File: config.mk
export PLATFORM = sky130hd
export DESIGN_NAME = c16x_alu
export DESIGN_NICKNAME = d
export VERILOG_FILES = /design/src/rtl/c16x_pkg.sv /design/src/rtl/c16x_alu.sv
export SDC_FILE = /design/constraint.sdc
export NUM_CORES = 1
export LEC_CHECK = 0
export ABC_CLOCK_PERIOD_IN_PS = 10200
export BUFFER_PORTS_ARGS = -buffer_cell sky130_fd_sc_hd__buf_2
export CORE_MARGIN = 3
export CORE_UTILIZATION = 68
export DETAILED_ROUTE_END_ITERATION = 10
export PLACE_DENSITY = 0.91
export REMOVE_ABC_BUFFERS = 1
export SYNTH_ARGS = -nofsm -noshare
export SYNTH_HDL_FRONTEND = slang
export SYNTH_SLANG_ARGS = --single-unit
File: constraint.sdc
create_clock -name vclk -period 10.2
set_input_delay 1.02 -clock vclk [all_inputs]
set_output_delay 1.02 -clock vclk [all_outputs]
set_load 0.005 [all_outputs]
File: src/rtl/c16x_pkg.sv
// ----------------------------------------------------------------------------
// c16x_pkg
// types, opcodes and fault codes of the cpu16 execute block
// ----------------------------------------------------------------------------
package c16x_pkg;

	localparam logic [1:0] OP_ROM = 2'd0;
	localparam logic [1:0] OP_RAM = 2'd1;

	localparam logic [3:0] OPC_INVALID = 4'h0;
	localparam logic [3:0] OPC_MOV     = 4'h1;
	localparam logic [3:0] OPC_ALU     = 4'h2;
	localparam logic [3:0] OPC_CMP     = 4'h3;
	localparam logic [3:0] OPC_BRA     = 4'h4;
	localparam logic [3:0] OPC_BRB     = 4'h5;
	localparam logic [3:0] OPC_IN      = 4'h6;
	localparam logic [3:0] OPC_OUT     = 4'h7;
	localparam logic [3:0] OPC_LDW     = 4'h8;
	localparam logic [3:0] OPC_STW     = 4'h9;
	localparam logic [3:0] OPC_CALL    = 4'hA;
	localparam logic [3:0] OPC_RET     = 4'hB;
	localparam logic [3:0] OPC_PUSH    = 4'hC;
	localparam logic [3:0] OPC_PULL    = 4'hD;
	localparam logic [3:0] OPC_RES0    = 4'hE;
	localparam logic [3:0] OPC_RES1    = 4'hF;

	localparam logic [2:0] FN_ADD = 3'd0;
	localparam logic [2:0] FN_SUB = 3'd1;
	localparam logic [2:0] FN_AND = 3'd2;
	localparam logic [2:0] FN_OR  = 3'd3;
	localparam logic [2:0] FN_XOR = 3'd4;
	localparam logic [2:0] FN_NOT = 3'd5;
	localparam logic [2:0] FN_SHL = 3'd6;
	localparam logic [2:0] FN_SHR = 3'd7;

	localparam logic [2:0] FLT_NONE     = 3'd0;
	localparam logic [2:0] FLT_INVALID  = 3'd1;
	localparam logic [2:0] FLT_RESERVED = 3'd2;
	localparam logic [2:0] FLT_IO       = 3'd3;
	localparam logic [2:0] FLT_R0       = 3'd4;
	localparam logic [2:0] FLT_STACK    = 3'd5;

	localparam logic [15:0] RAM_BASE = 16'h8000;

	typedef struct packed {
		logic [1:0]  operation;
		logic [3:0]  opcode;
		logic [2:0]  functor;
		logic [3:0]  dest_index;
		logic [3:0]  source_index;
		logic        use_immediate;
		logic [15:0] immediate_word;
		logic [15:0] preload_address;
		logic [15:0] preload_data;
	} in_item_t;

	typedef struct packed {
		logic [15:0] next_ip;
		logic        carry_flag;
		logic        zero_flag;
		logic        sign_flag;
		logic        overflow_flag;
		logic        video_write;
		logic [15:0] video_index;
		logic [15:0] video_data;
		logic [2:0]  fault;
	} out_item_t;

	// flags: c z s v
	typedef struct packed {
		logic v;
		logic s;
		logic z;
		logic c;
	} flags_t;

endpackage

File: src/rtl/c16x_alu.sv
// ----------------------------------------------------------------------------
// c16x_alu
// alu, compare and test with status flag generation
// ----------------------------------------------------------------------------
module c16x_alu
	import c16x_pkg::*;
(
	input  logic [3:0]  opcode,
	input  logic [2:0]  functor,
	input  logic [15:0] d,
	input  logic [15:0] val,
	output logic [15:0] result,
	output flags_t      flags
);
	logic [16:0] sum;
	logic [16:0] dif;
	logic [15:0] r;
	logic        arith;
	logic        is_sub;

	always_comb begin
		sum = {1'b0, d} + {1'b0, val};
		dif = {1'b0, d} - {1'b0, val};
		arith = 1'b0;
		is_sub = 1'b0;
		if (opcode == OPC_CMP) begin
			if (functor == FN_SUB) begin
				r = dif[15:0];
				arith = 1'b1;
				is_sub = 1'b1;
			end else begin
				r = d & val;
			end
		end else begin
			case (functor)
				FN_ADD: begin
					r = sum[15:0];
					arith = 1'b1;
				end
				FN_SUB: begin
					r = dif[15:0];
					arith = 1'b1;
					is_sub = 1'b1;
				end
				FN_AND: r = d & val;
				FN_OR:  r = d | val;
				FN_XOR: r = d ^ val;
				FN_NOT: r = ~d;
				FN_SHL: r = d << val[3:0];
				default: r = d >> val[3:0];
			endcase
		end
		result = r;
		flags.z = (r == 16'd0);
		flags.s = r[15];
		flags.c = arith & (is_sub ? dif[16] : sum[16]);
		flags.v = arith & (is_sub ? ((d[15] ^ val[15]) & (d[15] ^ r[15]))
			: ((d[15] ^ r[15]) & (val[15] ^ r[15])));
	end
endmodule

## Word level (Yosys, flattened, before mapping)

Index checks and enable logic that the tools add are counted.

| cells by class | value |
|---|---|
| add/sub/neg operators | 2 |
| eq/ne operators | 7 |
| shift operators | 2 |
| muxes and demuxes | 8 |
| bitwise logic cells | 11 |
| reduce and logical (&&, ||, !) cells | 3 |

Operators by type and width:

| kind | count |
|---|---|
| one-hot mux 16 bit (7 select lines) | 1 |
| two-way mux 16 bit | 2 |
| adder 16 x 16 -> 17 bit | 1 |
| subtractor 16 x 16 -> 17 bit | 1 |
| bitwise AND 16 bit | 1 |
| zero test 16 bit | 1 |
| inverter 16 bit | 1 |
| bitwise OR 16 bit | 1 |
| left shift 16 x 4 -> 16 bit | 1 |
| right shift 16 x 4 -> 16 bit | 1 |
| bitwise XOR 16 bit | 1 |
| equality test 3 bit (second input constant) | 3 |
| equality test 3 x 2 -> 1 bit (second input constant) | 2 |
| two-way mux 1 bit | 5 |
| bitwise AND 1 bit | 4 |
| equality test 4 x 2 -> 1 bit (second input constant) | 1 |
| equality test 3 x 1 -> 1 bit (second input constant) | 1 |
| zero test 3 bit | 1 |
| bitwise XOR 1 bit | 3 |
| OR reduction 2 bit | 1 |

| word-level totals | value |
|---|---|
| flip-flop bits (word level) | 0 |
| input port bits | 39 |
| output and inout bits | 20 |
| logic and storage cells | 33 |

## Depth between registers and ports, before layout

Gate-level depths: netlist of the first run.

| depth | value |
|---|---|
| word-level depth | 7 |
| gate-level depth with buffers | 13 |
| mapped depth without buffers | 11 |

## Least setup slack after synthesis of the first run

No wires, ideal clock.

| timing path | value |
|---|---|
| path kind | input to output |
| start point | in val[2] |
| end point | out flags[1] (netlist name) |
| arrival time | 4,026 ps |
| data required time | 9,180 ps |
| setup slack | 5,154 ps |
| stages | 13 |
| path buffers | 3 |
| cells stage by stage | buf_2 inv_1 buf_1 ha_1 buf_2 a211oi_1 o21ai_0 a2111oi_0 o221ai_1 xnor2_1 a211o_1 a2111o_1 nor3_2 |

RTL lines:

| element | line | text |
|---|---|---|
| from (decl) | c16x_alu.sv:11 | `input logic [15:0] val,` |
| to (decl) | c16x_alu.sv:13 | `output flags_t flags` |

==> flow_metrics.tcl, run 1 <==
set metrics [dict create \
    status "finished clean" \
    first_global_vias 5222 \
    syn_area_um2 4818 \
    synth-simple-area-share_pct 22.88 \
    topRoutingLayerUsed "met4" \
    crit_arrival_ns 5.25 \
    yosysSeqAreaShare_pct 0 \
    hold_viol_final 0 \
    vias_per_cell 7.421 \
    area_growth_pct 4.259 \
    fmax_ghz 0.1595 \
    place_congestion 1.103 \
    antenna_left 0 \
    final-seq-area_um2 0 \
    met1_length_um 6816 \
    ys_warn_count 0 \
    slew_headroom_pct 24.00 \
    muxShareOfSynthArea_pct 19.06 \
    netlist_instances 671 \
    port-buffer-count 59 \
    worstHoldPathCells 3 \
    fp.coreArea_um2 6832 \
    min_to "flags[3]" \
    synth_adder_area_share_pct 13.81 \
    grtUsageTotal_pct 41.71 \
    worstHoldStart "d[15]" \
    cp-end-kind "output pin" \
    die-area_um2 8132 \
    min_path_type "input port to output pin" \
    initial_utilization_pct 70.53 \
    timing.final.crit_share_pct 61.46 \
    antennaDiodeCount 0 \
    dp_hpwl_um 13310 \
    powerDensity_nw_per_um2 55.56 \
    leakagePower_nw 2.194 \
    wl_um 17650 \
    met3_length_um 2493 \
    fin_setup_tns_ns 0 \
    stdcell_count 775 \
    setup_viol 0 \
    remaining_drc_errors 0 \
    synth_top_family_by_area "compound AO/OA/AOI/OAI gates" \
    cts_resized 0 \
    first_iter_violations 963 \
    overflow 0 \
    antenna_found_initial 0 \
    mostFrequentLayoutCell "buf_2" \
    fin_nets 772 \
    crit_path_max_fanout 38 \
    dp.cells 775 \
    drive_gt1_share_pct 15.76 \
    worstMarginPinSlew_ns 1.125 \
    hold_buffers 0 \
    grt_max_degree 67 \
    routedWlPerCell_um 22.77 \
    worstSetupPathType "input port to output pin" \
    vias 5751 \
    grt_pass1_wl_um 27830 \
    synth_compound_area_share_pct 31.97 \
    synth_area_per_cell_um2 7.181 \
    worstSetupStartpointType "input port" \
    n_sequential_cell 0 \
    path_cells "buf_2 > inv_1 > ha_1 > a211oi_1 > o21ai_0 > a2111oi_0 > o221ai_1 > xnor2_1 > a211o_1 > a2111o_1 > nor3_2 > buf_2" \
    nClkBuffers 0 \
    die_h_um 90.18 \
    peakVddDrop_mv 0.03066 \
    cpPeakStageDelay_ns 0.60 \
    dr_wl_met2_um 7503 \
    multiInputGateArea_um2 4364 \
    post_cts_buffers 0 \
    final_max_slew_viol_count 0 \
    grt_setup_unrepaired "no" \
    most-common-layout-cells "buf_2 (59), nor2_1 (53), inv_1 (50), ha_1 (50), nand2_1 (43)" \
    ios 59 \
    cap_violations 0 \
    cpMaxStageDelayCell "a2111oi_0" \
    crit_top_cell "buf_2" \
    fin_crit_ns 6.269 \
    rows 30 \
    nFillCells 611 \
    die_width_um 90.18 \
    synthDistinctLibCells 80 \
    required_ns 9.18 \
    firstDrtPassIters 6 \
    synth-xor-area-share_pct 2.545 \
]
-- metrics by stage --
step	total power, mW	util (%)	setup WS (ns)	hold slack (ns)	area (um^2)
global placement	0.2616	73.53	4.215	2.459	5024
CTS	0.2682	73.53	4.070	2.471	5024
finish	0.2791	73.53	3.931	2.481	5024
floorplan	0.1731	-	4.991	2.093	4541
detailed placement	0.2671	73.53	4.089	2.469	5024
global route	0.2977	73.53	3.796	2.494	5024
-- worst max path at each step --
stage,startpoint,to,slack (ns),depth (start not counted)
global placement,val[2],flags[1],4.22,12
CTS,val[2],flags[1],4.07,12
finish,val[2],flags[1],3.93,12
detailed placement,val[2],flags[1],4.09,12
floorplan,opcode[0],flags[1],4.99,7
global route,val[2],flags[1],3.80,12
-- routing by layer --
metal | GRT usage (%) | up-vias
li1 | - | 2557
met1 | 57.70 | 2604
met2 | 62.41 | 498
met3 | 8.619 | 92
met4 | 18.11 | 0
met5 | 0 | -
-- Yosys cell counts, types with 9 or more instances --
master | count | area, um^2
nor2_1 | 53 | 198.9
ha_1 | 50 | 625.6
inv_1 | 50 | 187.7
nand2_1 | 43 | 161.4
a21oi_1 | 40 | 200.2
o21ai_0 | 40 | 200.2
mux2i_1 | 34 | 340.3
clkbuf_1 | 29 | 108.9
nor3_1 | 22 | 110.1
a211oi_1 | 18 | 135.1
nand3_1 | 18 | 90.09
buf_2 | 17 | 85.08
mux4_2 | 16 | 360.4
o211ai_1 | 15 | 112.6
nand2b_1 | 13 | 81.33
o22ai_1 | 12 | 75.07
a21o_1 | 11 | 82.58
nor2b_1 | 11 | 68.82
xnor2_1 | 11 | 96.34
mux2_2 | 10 | 112.6
a211o_1 | 9 | 78.83
-- worst max-delay path, delay by kind of cell --
family	cells	cell delay [ns]
AOI/OAI and AO/OA	6	2.21
and+or+nand+nor	1	0.11
xor gates and xnor gates	1	0.20
adders and majority gates	1	0.54
buffers and inverters	3	1.16
-- logic make-up (layout without fill, tap and decap cells) --
family	count (synthesis)	count (layout)
muxes	64	64
xor gates and xnor gates	14	14
and+or+nand+nor	213	213
buffers and inverters	109	117
adders and majority gates	52	52
AOI/OAI and AO/OA	219	219
-- layout make-up --
type | count | share of cell area [%]
Inverter | 51 | 3.811
Multi-Input combinational cell | 562 | 86.87
Tap cell | 96 | 2.391
Timing Repair Buffer | 66 | 6.924
-- power breakdown --
part           internal, mW  total (mW)  switching [mW]  leakage, nW
combinational         0.110       0.279           0.169         2.19
clock                     0           0               0            0
sequential                0           0               0            0
Note: power is estimated with default switching activity, not from simulation.
==> run 2, diff against run 1 <==
- ABC_CLOCK_PERIOD_IN_PS: 10200 -> 5600
- CORE_UTILIZATION: 68 -> 57
- PLACE_DENSITY: 0.91 -> 0.82
- clock period: 10.2 -> 5.6 ns (I/O delays scaled with it)
==> flow_metrics.tcl, run 2 (synthesis gave the netlist of run 1 again) <==
set metrics [dict create \
    grt_pass1_wl_um 28900 \
    p_switching_mw 0.3114 \
    p_comb_share_pct 100.0 \
    grt_max_degree 47 \
    cts_resized 0 \
    met3_length_um 2407 \
    die_width_um 97.94 \
    p_total_mw 0.5131 \
    most-common-layout-cells "buf_2 (59), nor2_1 (53), inv_1 (50), ha_1 (50), nand2_1 (43)" \
    fin_nets 775 \
    first_global_vias 5266 \
    leakagePower_nw 2.209 \
    worstMarginPinSlew_ns 1.108 \
    dpl_cell_area_um2 5054 \
    holdWs_ns 1.562 \
    fp.coreArea_um2 7968 \
    rows 32 \
    p_sw_share_pct 60.70 \
    initial_utilization_pct 60.47 \
    cap_violations 0 \
    dp_hpwl_um 13850 \
    worst_slack_ns 0.7558 \
    antenna_found_initial 0 \
    slew_headroom_pct 25.13 \
    met1_length_um 7246 \
    grt_setup_unrepaired "no" \
    timing.final.crit_share_pct 86.50 \
    peakVddDrop_mv 0.05823 \
    dr_wl_met2_um 8058 \
    n_sequential_cell 0 \
    p_int_mw 0.2016 \
    antenna_left 0 \
    firstDrtPassIters 6 \
    min_path_type "input port to output pin" \
    worstSetupPathType "input port to output pin" \
    drive_gt1_share_pct 16.13 \
    port-buffer-count 59 \
    clkPwrFrac_pct 0 \
    area_growth_pct 4.882 \
    antennaDiodeCount 0 \
    place_ws_ns 0.8607 \
    grtUsageTotal_pct 36.76 \
    final_max_slew_viol_count 0 \
    hold_buffers 0 \
    routedWlPerCell_um 23.27 \
    hold_viol_final 0 \
    nClkBuffers 0 \
    vias 5671 \
    status "finished clean" \
    powerDensity_nw_per_um2 101.5 \
    die-area_um2 9592 \
    die_h_um 97.94 \
    fin_setup_tns_ns 0 \
    topRoutingLayerUsed "met4" \
    mostFrequentLayoutCell "buf_2" \
    worstSetupStartpointType "input port" \
    fmax_ghz 0.2064 \
    first_iter_violations 711 \
    ios 59 \
    fin_crit_ns 4.844 \
    required_ns 5.04 \
    final-seq-area_um2 0 \
    post_cts_buffers 0 \
    setup_viol 0 \
    cp-end-kind "output pin" \
    place_congestion 1.017 \
    design_area_um2 5054 \
    p_seq_share_pct 0 \
    remaining_drc_errors 0 \
    crit_path_max_fanout 25 \
    vias_per_cell 7.233 \
    crit_arrival_ns 4.28 \
    wl_um 18250 \
    overflow 0 \
]
## run 2: cell type report
cell class | count | area (um^2)
Fill cell | 762 | 2914
Multi-Input combinational cell | 562 | 4364
Tap cell | 102 | 127.6
Timing Repair Buffer | 69 | 370.4
Inverter | 51 | 191.4
## run 2: final timing paths
| check | depth (start not counted) | endpoint | start |
|---|---|---|---|
| max | 12 | flags[1] | val[0] |
| min | 3 | flags[3] | d[15] |
## run 2: metrics by stage
stage                     cells  util (%)
after detailed placement    784     63.43
after floorplan             613         -
after CTS                   784     63.43
after global routing        784     63.43
final                       784     63.43
after global placement      784     63.43
## run 2: worst max-delay path, cell delays in order
cell and delay [ns]:
buf_2 0.30, ha_1 0.36, fa_1 0.45, a211oi_1 0.32, o21ai_0 0.20, a2111oi_0 0.58
o221ai_1 0.31, xnor2_1 0.18, a211o_1 0.31, a2111o_1 0.43, nor3_2 0.11, buf_2 0.14
## run 2: power by group through the flow
stage	Combinational [mW]	Sequential, mW	Clock [mW]
6_report	0.513	0	0
5_1_grt	0.554	0	0
4_1_cts	0.497	0	0
3_5_place_dp	0.494	0	0
3_3_place_gp	0.488	0	0
2_1_floorplan	0.315	0	0
## run 2: routing by layer
metal	global-route usage, %	up-vias
met2	57.02	415
met4	8.839	0
met1	52.04	2630
met5	0	-
met3	7.857	53
li1	-	2573
