`config.mk`:
```
export PLATFORM = sky130hd
export DESIGN_NAME = c16x_ram
export DESIGN_NICKNAME = d
export VERILOG_FILES = /design/src/rtl/c16x_ram.sv
export SDC_FILE = /design/constraint.sdc
export NUM_CORES = 1
export LEC_CHECK = 0
export ABC_AREA = 1
export BUFFER_PORTS_ARGS = -buffer_cell sky130_fd_sc_hd__buf_2
export CAP_MARGIN = 20
export CORE_AREA = 2 2 135 150
export CTS_CLUSTER_SIZE = 40
export DETAILED_ROUTE_END_ITERATION = 10
export DIE_AREA = 0 0 137 152
export HOLD_SLACK_MARGIN = 0.12
export PLACE_DENSITY = 0.84
export SYNTH_ARGS = -nofsm -noshare
export SYNTH_HDL_FRONTEND = slang
export SYNTH_SLANG_ARGS = --single-unit
```
`constraint.sdc`:
```
create_clock -name clk -period 2.4 [get_ports clk]
set_input_delay 0.48 -clock clk [delete_from_list [all_inputs] [get_ports clk]]
set_output_delay 0.48 -clock clk [all_outputs]
set_load 0.005 [all_outputs]
```
`src/rtl/c16x_ram.sv`:
```
// ----------------------------------------------------------------------------
// c16x_ram
// generic single-port-write, single-port-read ram with registered read
// ----------------------------------------------------------------------------
module c16x_ram #(
	parameter int WIDTH = 16,
	parameter int DEPTH = 16
) (
	input  logic                     clk,
	input  logic                     we,
	input  logic [$clog2(DEPTH)-1:0] waddr,
	input  logic [WIDTH-1:0]         wdata,
	input  logic [$clog2(DEPTH)-1:0] raddr,
	output logic [WIDTH-1:0]         rdata
);
	logic [WIDTH-1:0] mem [DEPTH];

	always_ff @(posedge clk) begin
		if (we) begin
			mem[waddr] <= wdata;
		end
		rdata <= mem[raddr];
	end
endmodule

```
# After elaboration in Yosys (flattened, before gate mapping)
# Memories as Yosys holds them, arrays and structs flattened. A register that Yosys moved wholly into a read port is not among the register bits.
# Index checks and enable logic that the tools add are counted.
[op_classes] n_mux=2
[op_table] op="$mux 1" n=2
[word_totals] reg_bits=0 ram_bits=256 output_inout_bits=16 word_cells=3 n_memories=1
[memory_table] name="mem" depth=16 word_bits=16 read_ports=1 rd_clocked_by_memory_dff=1 wr=1 line_no="16" text="logic [WIDTH-1:0] mem [DEPTH];"

# Logic depth before layout (Yosys ltp)
# Gate-level depths: netlist of the first run.
[logic_depth] depth_word=2 ltp_mapped=9 ltp_nobuf=7

# Worst setup path after synthesis of the first run
# Ideal clock, no wire load.
[synth_timing] path_type="input-to-reg" start="input port waddr[2]" end="memory mem[10][0], enable pin" setup_time_ns=0.388 t_arrival_ns=1.391 path_slack_ns=0.620 cell_stages=2 path_buffers=0 cell_sequence="nand3b_1 > nor2_1"
[synth_lines] element="start, declared" line_no="11" text="input logic [$clog2(DEPTH)-1:0] waddr,"
[synth_lines] element="end, declared" line_no="16"
# Straight into the memory's write port.

# Worst setup path in the final report of the first run
[layout_timing] start="register rdata[3], read port of mem" end="output port rdata[3]"
[layout_lines] element="start, declared" line_no="14" text="output logic [WIDTH-1:0] rdata"
# No word-level cell between the ends.

==> impl_metrics.tcl, run 1 <==
set metrics [dict create \
    synth_top_area_share_pct 67.5 \
    die-area_sq_um 20800 \
    path_cells "buf_2" \
    clk_latency_ns 0.51 \
    vias_per_cell 5.55 \
    tightest_slew_ns 0.835 \
    ys_seq_area_share_pct 70.4 \
    crit-reg2reg-launch "mem[3][8]" \
    fp.dieH_um 152 \
    io_pins 42 \
    fin_crit_sh_pct 64.6 \
    layout_common_cells "nand2_1 (341), edfxtp_1 (256), inv_1 (196)" \
    critPathLaunchType "register" \
    p_sw_mw 2.12 \
    ctsHoldBuffers 0 \
    detail_route.iter0.violations 1041 \
    n_antenna_cell 0 \
    arrival_ns 1.07 \
    drv_cap 0 \
    synth_warnings 0 \
    grt_pass1_vias 7672 \
    synth.distinct_cells 13 \
    synth_fp_nets 1100 \
    min_path_type "input pin to register" \
    worst_slack_ns 0.849 \
    p_per_area_nw_per_um2 784 \
    die_w_um 137 \
    clockBufferDepth 3 \
    syn_avg_cell_area_sq_um 10.6 \
    cts_max_level 1 \
    finalPower_mw 10.0 \
    fin_setup_tns_ns 0 \
    yosys.area.top_type "edfxtp_1" \
    grt_first_pass_wirelength_um 41000 \
    areaGrowthSynthToFinish_pct 12.2 \
    drc 0 \
    p_int_mw 7.89 \
    grt_overflow 0 \
    path_class "register to primary output" \
    endpoint "rdata[3]" \
    cp.depth 1 \
    status "finished, final reports clean" \
    grt_max_degree 129 \
    synth-seq-cells 272 \
    slowest_delay_ns 0.41 \
    fp-row-count 54 \
    critical-path-top-delay-family "flip-flops" \
    grt_setup_unrepaired "false" \
    path_buf_inv 1 \
    fin_area_sq_um 12800 \
    r2r_cells 6 \
    cts_root_buf "clkbuf_16" \
    finClkSkew_ns 0.00791 \
    synthTopCellsByArea "edfxtp_1 (68%), nand2_1 (11%), nand3_1 (8.5%), inv_1 (6.5%), dfxtp_1 (2.8%)" \
    placed_area_sq_um 11900 \
    cp_max_fo 1 \
    start_util_pct 58.5 \
    setup.worst_path.end_class "primary output" \
    reg2reg_to "rdata[8]" \
    crit_required_ns 1.92 \
    power_frac_clock_pct 40.3 \
    relSlewSlack_pct 44.3 \
    grt_use_total_pct 26.0 \
    wl_per_cell_um 19.1 \
    post-dp-hpwl_um 15000 \
    slew_viol_final 0 \
    num_vias 7726 \
    fillers 1318 \
    dr.pass1.iters 5 \
    finalHoldViolations 0 \
    critPathLaunch "rdata[3]" \
    cts-buffers-inserted 25 \
    antenna_left 0 \
    post-route-min-period_ns 1.55 \
    p_comb_share_pct 6.2 \
    cts_sinks 272 \
    cts_resized 0 \
    swShare_pct 21.2 \
    reg2reg_slack_ns 1.32 \
    drive_above_1_share_pct 11.1 \
    synthCells 1074 \
    drt_wl_total_um 26600 \
    sequentialPowerShare_pct 53.4 \
    whs_ns 0.359 \
    cts_tree "done" \
    final-seq-area_sq_um 8010 \
    port_buffers 41 \
    multi_input_area_sq_um 2360 \
    globalplace.congestion 0.817 \
    mostFrequentLayoutCell "nand2_1" \
    ir_drop_uv 575 \
    clk_pin_slew_worst_paths_ns 0.06 \
    synth.cell_area_sq_um 11400 \
    coreArea_sq_um 19500 \
    setup_violations 0 \
    p_leak_nw 5.52 \
    crit_slowest_cell "dfxtp_1" \
    pre_cts_ws_ns 0.593 \
    post_cts_buffers 0 \
    fmax_ghz 0.645 \
    antenna_found_initial 0 \
    nNetsFinal 1148 \
]
[cells in the mapped netlist]
cell type / instances
buf_1: 1
clkbuf_1: 10
inv_1: 196
nand3_1: 193
buf_4: 18
inv_2: 2
edfxtp_1: 256
nand3b_1: 2
nor2_1: 17
buf_2: 19
dfxtp_1: 16
buf_6: 3
nand2_1: 341
[power groups by stage]
stage | sequential, mW | clock, mW | combinational, mW
after floorplan | 5.44 | 0 | 0.358
after global placement | 5.45 | 0 | 0.584
after detailed placement | 5.45 | 0 | 0.607
after CTS | 5.35 | 4.05 | 0.619
after global routing | 5.36 | 4.21 | 0.684
final | 5.35 | 4.04 | 0.625
[how the worst min path moves through the flow]
stage,startpoint,end,slack [ns],cells after the start
floorplan,wdata[0],mem[0][0],0.58,0
global placement,mem[10][8],rdata[8],0.63,6
detailed placement,mem[10][8],rdata[8],0.65,6
CTS,wdata[5],mem[7][5],0.35,1
global route,wdata[12],mem[2][12],0.36,1
finish,wdata[6],mem[2][6],0.36,1
[stage by stage]
step	utilization, %	instances
4_1_cts	65.6	1392
6_report	65.6	1392
3_3_place_gp	61.3	1347
2_1_floorplan	-	1074
3_5_place_dp	61.3	1347
5_1_grt	65.6	1392
[routing by layer]
metal	up-vias	track usage, %	part of all wire [%]
met3	83	3.64	9.7
li1	3553	-	-
met2	432	43.5	51
met5	-	0	0
met4	0	10.3	3.7
met1	3658	34.4	36
[final cells by class]
class | instances | share of cell area (%)
Clock buffer | 33 | 5.29
Clock inverter | 12 | 1.23
Inverter | 198 | 5.83
Multi-Input combinational cell | 553 | 18.5
Sequential cell | 272 | 62.7
Tap cell | 252 | 2.47
Timing Repair Buffer | 72 | 3.94
[kinds of logic (layout without fill, tap and decap cells)]
family | Yosys count | count (layout) | share of synthesized area, %
and+or+nand+nor | 553 | 553 | 20.4
DFF | 272 | 272 | 70.4
buffers and inverters | 249 | 315 | 9.21
[flip-flops by register name, indices dropped and copies added (netlist names)]
register,cells
rdata,16
mem,256
(Power assumes the default switching activity.)
==> run 2: changes to the inputs <==
clock period = 1.5 ns   (was 2.4 ns; I/O delays follow)
==> run 2 against run 1 <==
  * First-iteration DRC count shrank 4.3%
  * Cell area is 1.5% higher
  * Combinational power increased by 68%
  * Sequential power increased by 60%
  * Global-route usage down 0.79 points
  * Sequential share of layout area shrank 0.93 points
  * Clock skew is 0.00093 ns higher
  * Hold slack worse by 0.18 ns
  * Largest cell class unchanged
  * Non-clock buffer count increased by 13
==> impl_metrics.tcl, run 2 (synthesized netlist as in run 1, its figures left out) <==
set metrics [dict create \
    die_w_um 137 \
    cts_sinks 272 \
    cts_max_level 1 \
    drv_cap 0 \
    fin_area_sq_um 13000 \
    io_pins 42 \
    status "finished, final reports clean" \
    coreArea_sq_um 19500 \
    fin_crit_sh_pct 88.2 \
    fp.dieH_um 152 \
    p_leak_nw 5.60 \
    globalplace.congestion 0.802 \
    grt_first_pass_wirelength_um 39700 \
    post-dp-hpwl_um 15000 \
    slowest_delay_ns 0.38 \
    drc 0 \
    crit-reg2reg-launch "mem[3][10]" \
    grt_pass1_vias 7607 \
    clockBufferDepth 3 \
    antenna_found_initial 1 \
    hold_path_end "mem[10][13]" \
    wl_per_cell_um 18.4 \
    grt_max_degree 85 \
    die-area_sq_um 20800 \
    path_cells "buf_2" \
    clk_pin_slew_worst_paths_ns 0.06 \
    cts-buffers-inserted 25 \
    critPathLaunchType "register" \
    num_vias 7708 \
    detail_route.iter0.violations 996 \
    critical-path-top-delay-family "flip-flops" \
    ir_drop_uv 986 \
    grt_setup_unrepaired "false" \
    tightest_slew_ns 0.586 \
    reg2reg_to "rdata[10]" \
    port_buffers 41 \
    start_util_pct 58.5 \
    cp_max_fo 1 \
    crit_slowest_cell "dfxtp_1" \
    nNetsFinal 1161 \
    reg2reg_slack_ns 0.47 \
    dr.pass1.iters 5 \
    cts_resized 0 \
    final-seq-area_sq_um 8010 \
    cts_root_buf "clkbuf_16" \
    drive_above_1_share_pct 12.2 \
    crit_required_ns 1.20 \
    p_per_area_nw_per_um2 1190 \
    post_cts_buffers 0 \
    arrival_ns 1.02 \
    finClkSkew_ns 0.00884 \
    top_regs "mem x256, rdata x16" \
    cts_tree "done" \
    antenna_left 0 \
    grt_use_total_pct 25.2 \
    max_flop_register "mem" \
    min_path_type "input pin to register" \
    relSlewSlack_pct 61.0 \
    fp-row-count 54 \
    placed_area_sq_um 12200 \
    layout_common_cells "nand2_1 (341), edfxtp_1 (256), inv_1 (196)" \
    slew_viol_final 0 \
    areaGrowthSynthToFinish_pct 13.9 \
    vias_per_cell 5.49 \
    path_class "register to primary output" \
    mostFrequentLayoutCell "nand2_1" \
    whs_ns 0.179 \
    largest_reg_flops 256 \
    multi_input_area_sq_um 2360 \
    setup_violations 0 \
    utilization_pct 66.6 \
    drt_wl_total_um 25900 \
    ctsHoldBuffers 0 \
    min_path_cells 1 \
    r2r_cells 6 \
    clk_latency_ns 0.51 \
    min_from "wdata[13]" \
    fillers 1276 \
    fmax_ghz 0.756 \
    post-route-min-period_ns 1.32 \
    grt_overflow 0 \
    path_buf_inv 1 \
    setup.worst_path.end_class "primary output" \
    finalHoldViolations 0 \
]
## run 2: worst register-to-register path, cell delays in order, from the launching register on
cell and delay (ns):
edfxtp_1 0.38, inv_1 0.08, nand2_1 0.06, nand3_1 0.11, nand3_1 0.11, nand3_1 0.12, nand2_1 0.07
## run 2: how the worst max path moves through the flow
stage              from  cells after the start  slack, ns          to
2_1_floorplan  waddr[2]                      2       -0.1  mem[10][0]
3_3_place_gp   waddr[3]                      4        0.1   mem[5][1]
3_5_place_dp   raddr[0]                      9       0.03    rdata[5]
4_1_cts        rdata[2]                      1       0.17    rdata[2]
5_1_grt        rdata[2]                      1       0.16    rdata[2]
6_report       rdata[2]                      1       0.18    rdata[2]
## run 2: area by class of cell
type | count | area share, %
Inverter | 198 | 5.74
Timing Repair Buffer | 85 | 6.08
Clock buffer | 29 | 4.94
Antenna cell | 1 | 0.0193
Sequential cell | 272 | 61.8
Clock inverter | 15 | 0.753
Multi-Input combinational cell | 553 | 18.2
Tap cell | 252 | 2.43
## run 2: metal layers
metal | part of all wire (%) | vias to the layer above | global-route usage (%)
li1 | - | 3584 | -
met2 | 50 | 480 | 42.3
met3 | 11 | 56 | 3.60
met1 | 36 | 3588 | 33.7
met4 | 2.7 | 0 | 8.89
met5 | 0 | - | 0
## run 2: report_power, final
group	leakage [nW]	total, mW	internal, mW	switching (mW)
logic	2.77	1.05	0.335	0.714
clock network	0.377	5.77	3.22	2.54
registers	2.45	8.55	8.49	0.0570
## run 2: through the flow
| stage | setup TNS, ns | setup WS [ns] | instances | total power [mW] |
|---|---|---|---|---|
| after CTS | 0 | 0.171 | 1404 | 15.4 |
| final | 0 | 0.176 | 1405 | 15.4 |
| after global placement | 0 | 0.0972 | 1360 | 9.69 |
| after global routing | 0 | 0.161 | 1404 | 15.8 |
| after floorplan | -15.88 | -0.0996 | 1074 | 9.28 |
| after detailed placement | 0 | 0.0318 | 1360 | 9.73 |
==> run 3: changes to the inputs <==
CORE_AREA = 2 2 139 155   (was 2 2 135 150)
CTS_CLUSTER_DIAMETER = 200   (was default)
DIE_AREA = 0 0 141 157   (was 0 0 137 152)
PLACE_DENSITY = 0.82   (was 0.84)
clock period = 1.1 ns   (was 1.5 ns; I/O delays follow)
==> run 3 against run 2 <==
  * The run now ends with negative setup slack left
  * Total power is 18% higher
  * Sequential share of layout area is 1.1 points lower
  * Routed wire length is 4.8% higher
  * Clock skew is 0.024 ns higher
  * Die area is 6.3% higher
  * Critical endpoint is now rdata[0]
==> impl_metrics.tcl, run 3 (synthesized netlist as in run 1, its figures left out) <==
set metrics [dict create \
    slowest_delay_ns 0.35 \
    r2r_cells 6 \
    vias_per_cell 5.51 \
    drive_above_1_share_pct 13.1 \
    critical-path-top-delay-family "flip-flops" \
    globalplace.congestion 0.809 \
    placed_area_sq_um 12700 \
    grt_pass1_vias 7603 \
    clk_pin_slew_worst_paths_ns 0.14 \
    grt_first_pass_wirelength_um 41600 \
    port_buffers 41 \
    p_per_area_nw_per_um2 1370 \
    mostFrequentLayoutCell "nand2_1" \
    cts_sinks 272 \
    min_path_type "input pin to register" \
    nNetsFinal 1182 \
    fp.dieH_um 157 \
    finalHoldViolations 0 \
    stdcell_count 1416 \
    reg2reg_slack_ns 0.04 \
    coreArea_sq_um 20400 \
    antenna_left 0 \
    slew_viol_final 0 \
    worst_slack_ns -0.0766 \
    setup.worst_path.end_class "primary output" \
    clk_latency_ns 0.50 \
    n_antenna_cell 0 \
    drt_wl_total_um 27100 \
    drv_cap 0 \
    post-route-min-period_ns 1.18 \
    cts_max_level 1 \
    min_path_cells 1 \
    fin_area_sq_um 13200 \
    largest_reg_flops 256 \
    cts-buffers-inserted 10 \
    areaGrowthSynthToFinish_pct 16.0 \
    finClkSkew_ns 0.0331 \
    detail_route.iter0.violations 831 \
    fin_crit_sh_pct 107 \
    wl_per_cell_um 19.1 \
    cts_tree "done" \
    crit-reg2reg-launch "mem[12][4]" \
    grt_max_degree 49 \
    tightest_slew_ns 0.311 \
    fp-row-count 55 \
    setup_violations 16 \
    whs_ns 0.130 \
    grt_overflow 0 \
    path_buf_inv 1 \
    hold_path_end "mem[7][11]" \
    crit_required_ns 0.88 \
    drc 0 \
    status "finished with violations" \
    cts_root_buf "clkbuf_16" \
    min_from "wdata[11]" \
    grt_use_total_pct 24.9 \
    crit_slowest_cell "dfxtp_2" \
    fmax_ghz 0.850 \
    violations "negative setup slack" \
    cp_max_fo 1 \
    relSlewSlack_pct 79.2 \
    critPathLaunchType "register" \
    layout_common_cells "nand2_1 (334), edfxtp_1 (256), inv_1 (196)" \
    antenna_found_initial 0 \
    grt_setup_unrepaired "true" \
    ir_drop_uv 1770 \
    p_leak_nw 5.61 \
    utilization_pct 64.6 \
    reg2reg_to "rdata[4]" \
    max_flop_register "mem" \
    dp.cells 1385 \
    arrival_ns 0.96 \
    die_w_um 141 \
    post-dp-hpwl_um 16900 \
    path_cells "buf_6" \
    num_vias 7808 \
    top_regs "mem x256, rdata x16" \
    path_class "register to primary output" \
    dr.pass1.iters 7 \
    io_pins 42 \
    clockBufferDepth 3 \
    start_util_pct 55.7 \
    post_cts_buffers 0 \
    die-area_sq_um 22100 \
    cp.depth 1 \
]
## run 3: cell count changes in the layout (fill, tap and decap cells not counted), moves of 5 or more
cell / change
buf_12: +16
buf_4: +5
clkbuf_16: -14
clkinv_2: -12
dfxtp_1: -5
dfxtp_2: +5
dlygate4sd3_1: +15
nand2_1: -7
nand2_2: +6
nor2_2: -16
nor2_4: +17
## run 3: per-layer routing
layer | track usage [%] | vias to the layer above | wire (um)
met5 | 0 | - | 0
met1 | 31.5 | 3710 | 10200
met3 | 3.22 | 79 | 2210
li1 | - | 3607 | -
met4 | 10.6 | 0 | 1080
met2 | 43.5 | 412 | 13600
## run 3: layout make-up
class / instances / area [sq um]
Timing Repair Buffer: 121 / 1320
Multi-Input combinational cell: 553 / 2500
Tap cell: 256 / 320
Fill cell: 1475 / 7240
Sequential cell: 272 / 8010
Inverter: 198 / 744
Clock inverter: 1 / 8.76
Clock buffer: 15 / 290
## run 3: worst max path at each step
stage,startpoint,end
after floorplan,waddr[2],mem[10][0]
after global placement,raddr[0],rdata[8]
after detailed placement,raddr[0],rdata[8]
after CTS,rdata[0],rdata[0]
after global routing,rdata[2],rdata[2]
final,rdata[0],rdata[0]
## run 3: where the power goes
group | internal, mW | switching (mW)
Combinational | 0.614 | 1.06
Clock | 1.89 | 2.89
Sequential | 11.6 | 0.0644
## run 3: metrics by stage
stage | setup WS, ns | power, mW | TNS [ns]
global placement | -0.249 | 13.4 | -45.95
floorplan | -0.199 | 12.7 | -25.50
finish | -0.0766 | 18.1 | -0.821
detailed placement | -0.309 | 13.4 | -50.50
global route | -0.105 | 18.6 | -1.35
CTS | -0.0823 | 18.1 | -0.944
## run 3: what timing repair did
item | 4_1_cts | 5_1_grt
endpoints found under the setup margin | 16 | 19
hold buffers | 15 | 0
resized for setup | 5 | 9
pin swaps | 0 | 0
hold endpoints to repair | 200 | 0
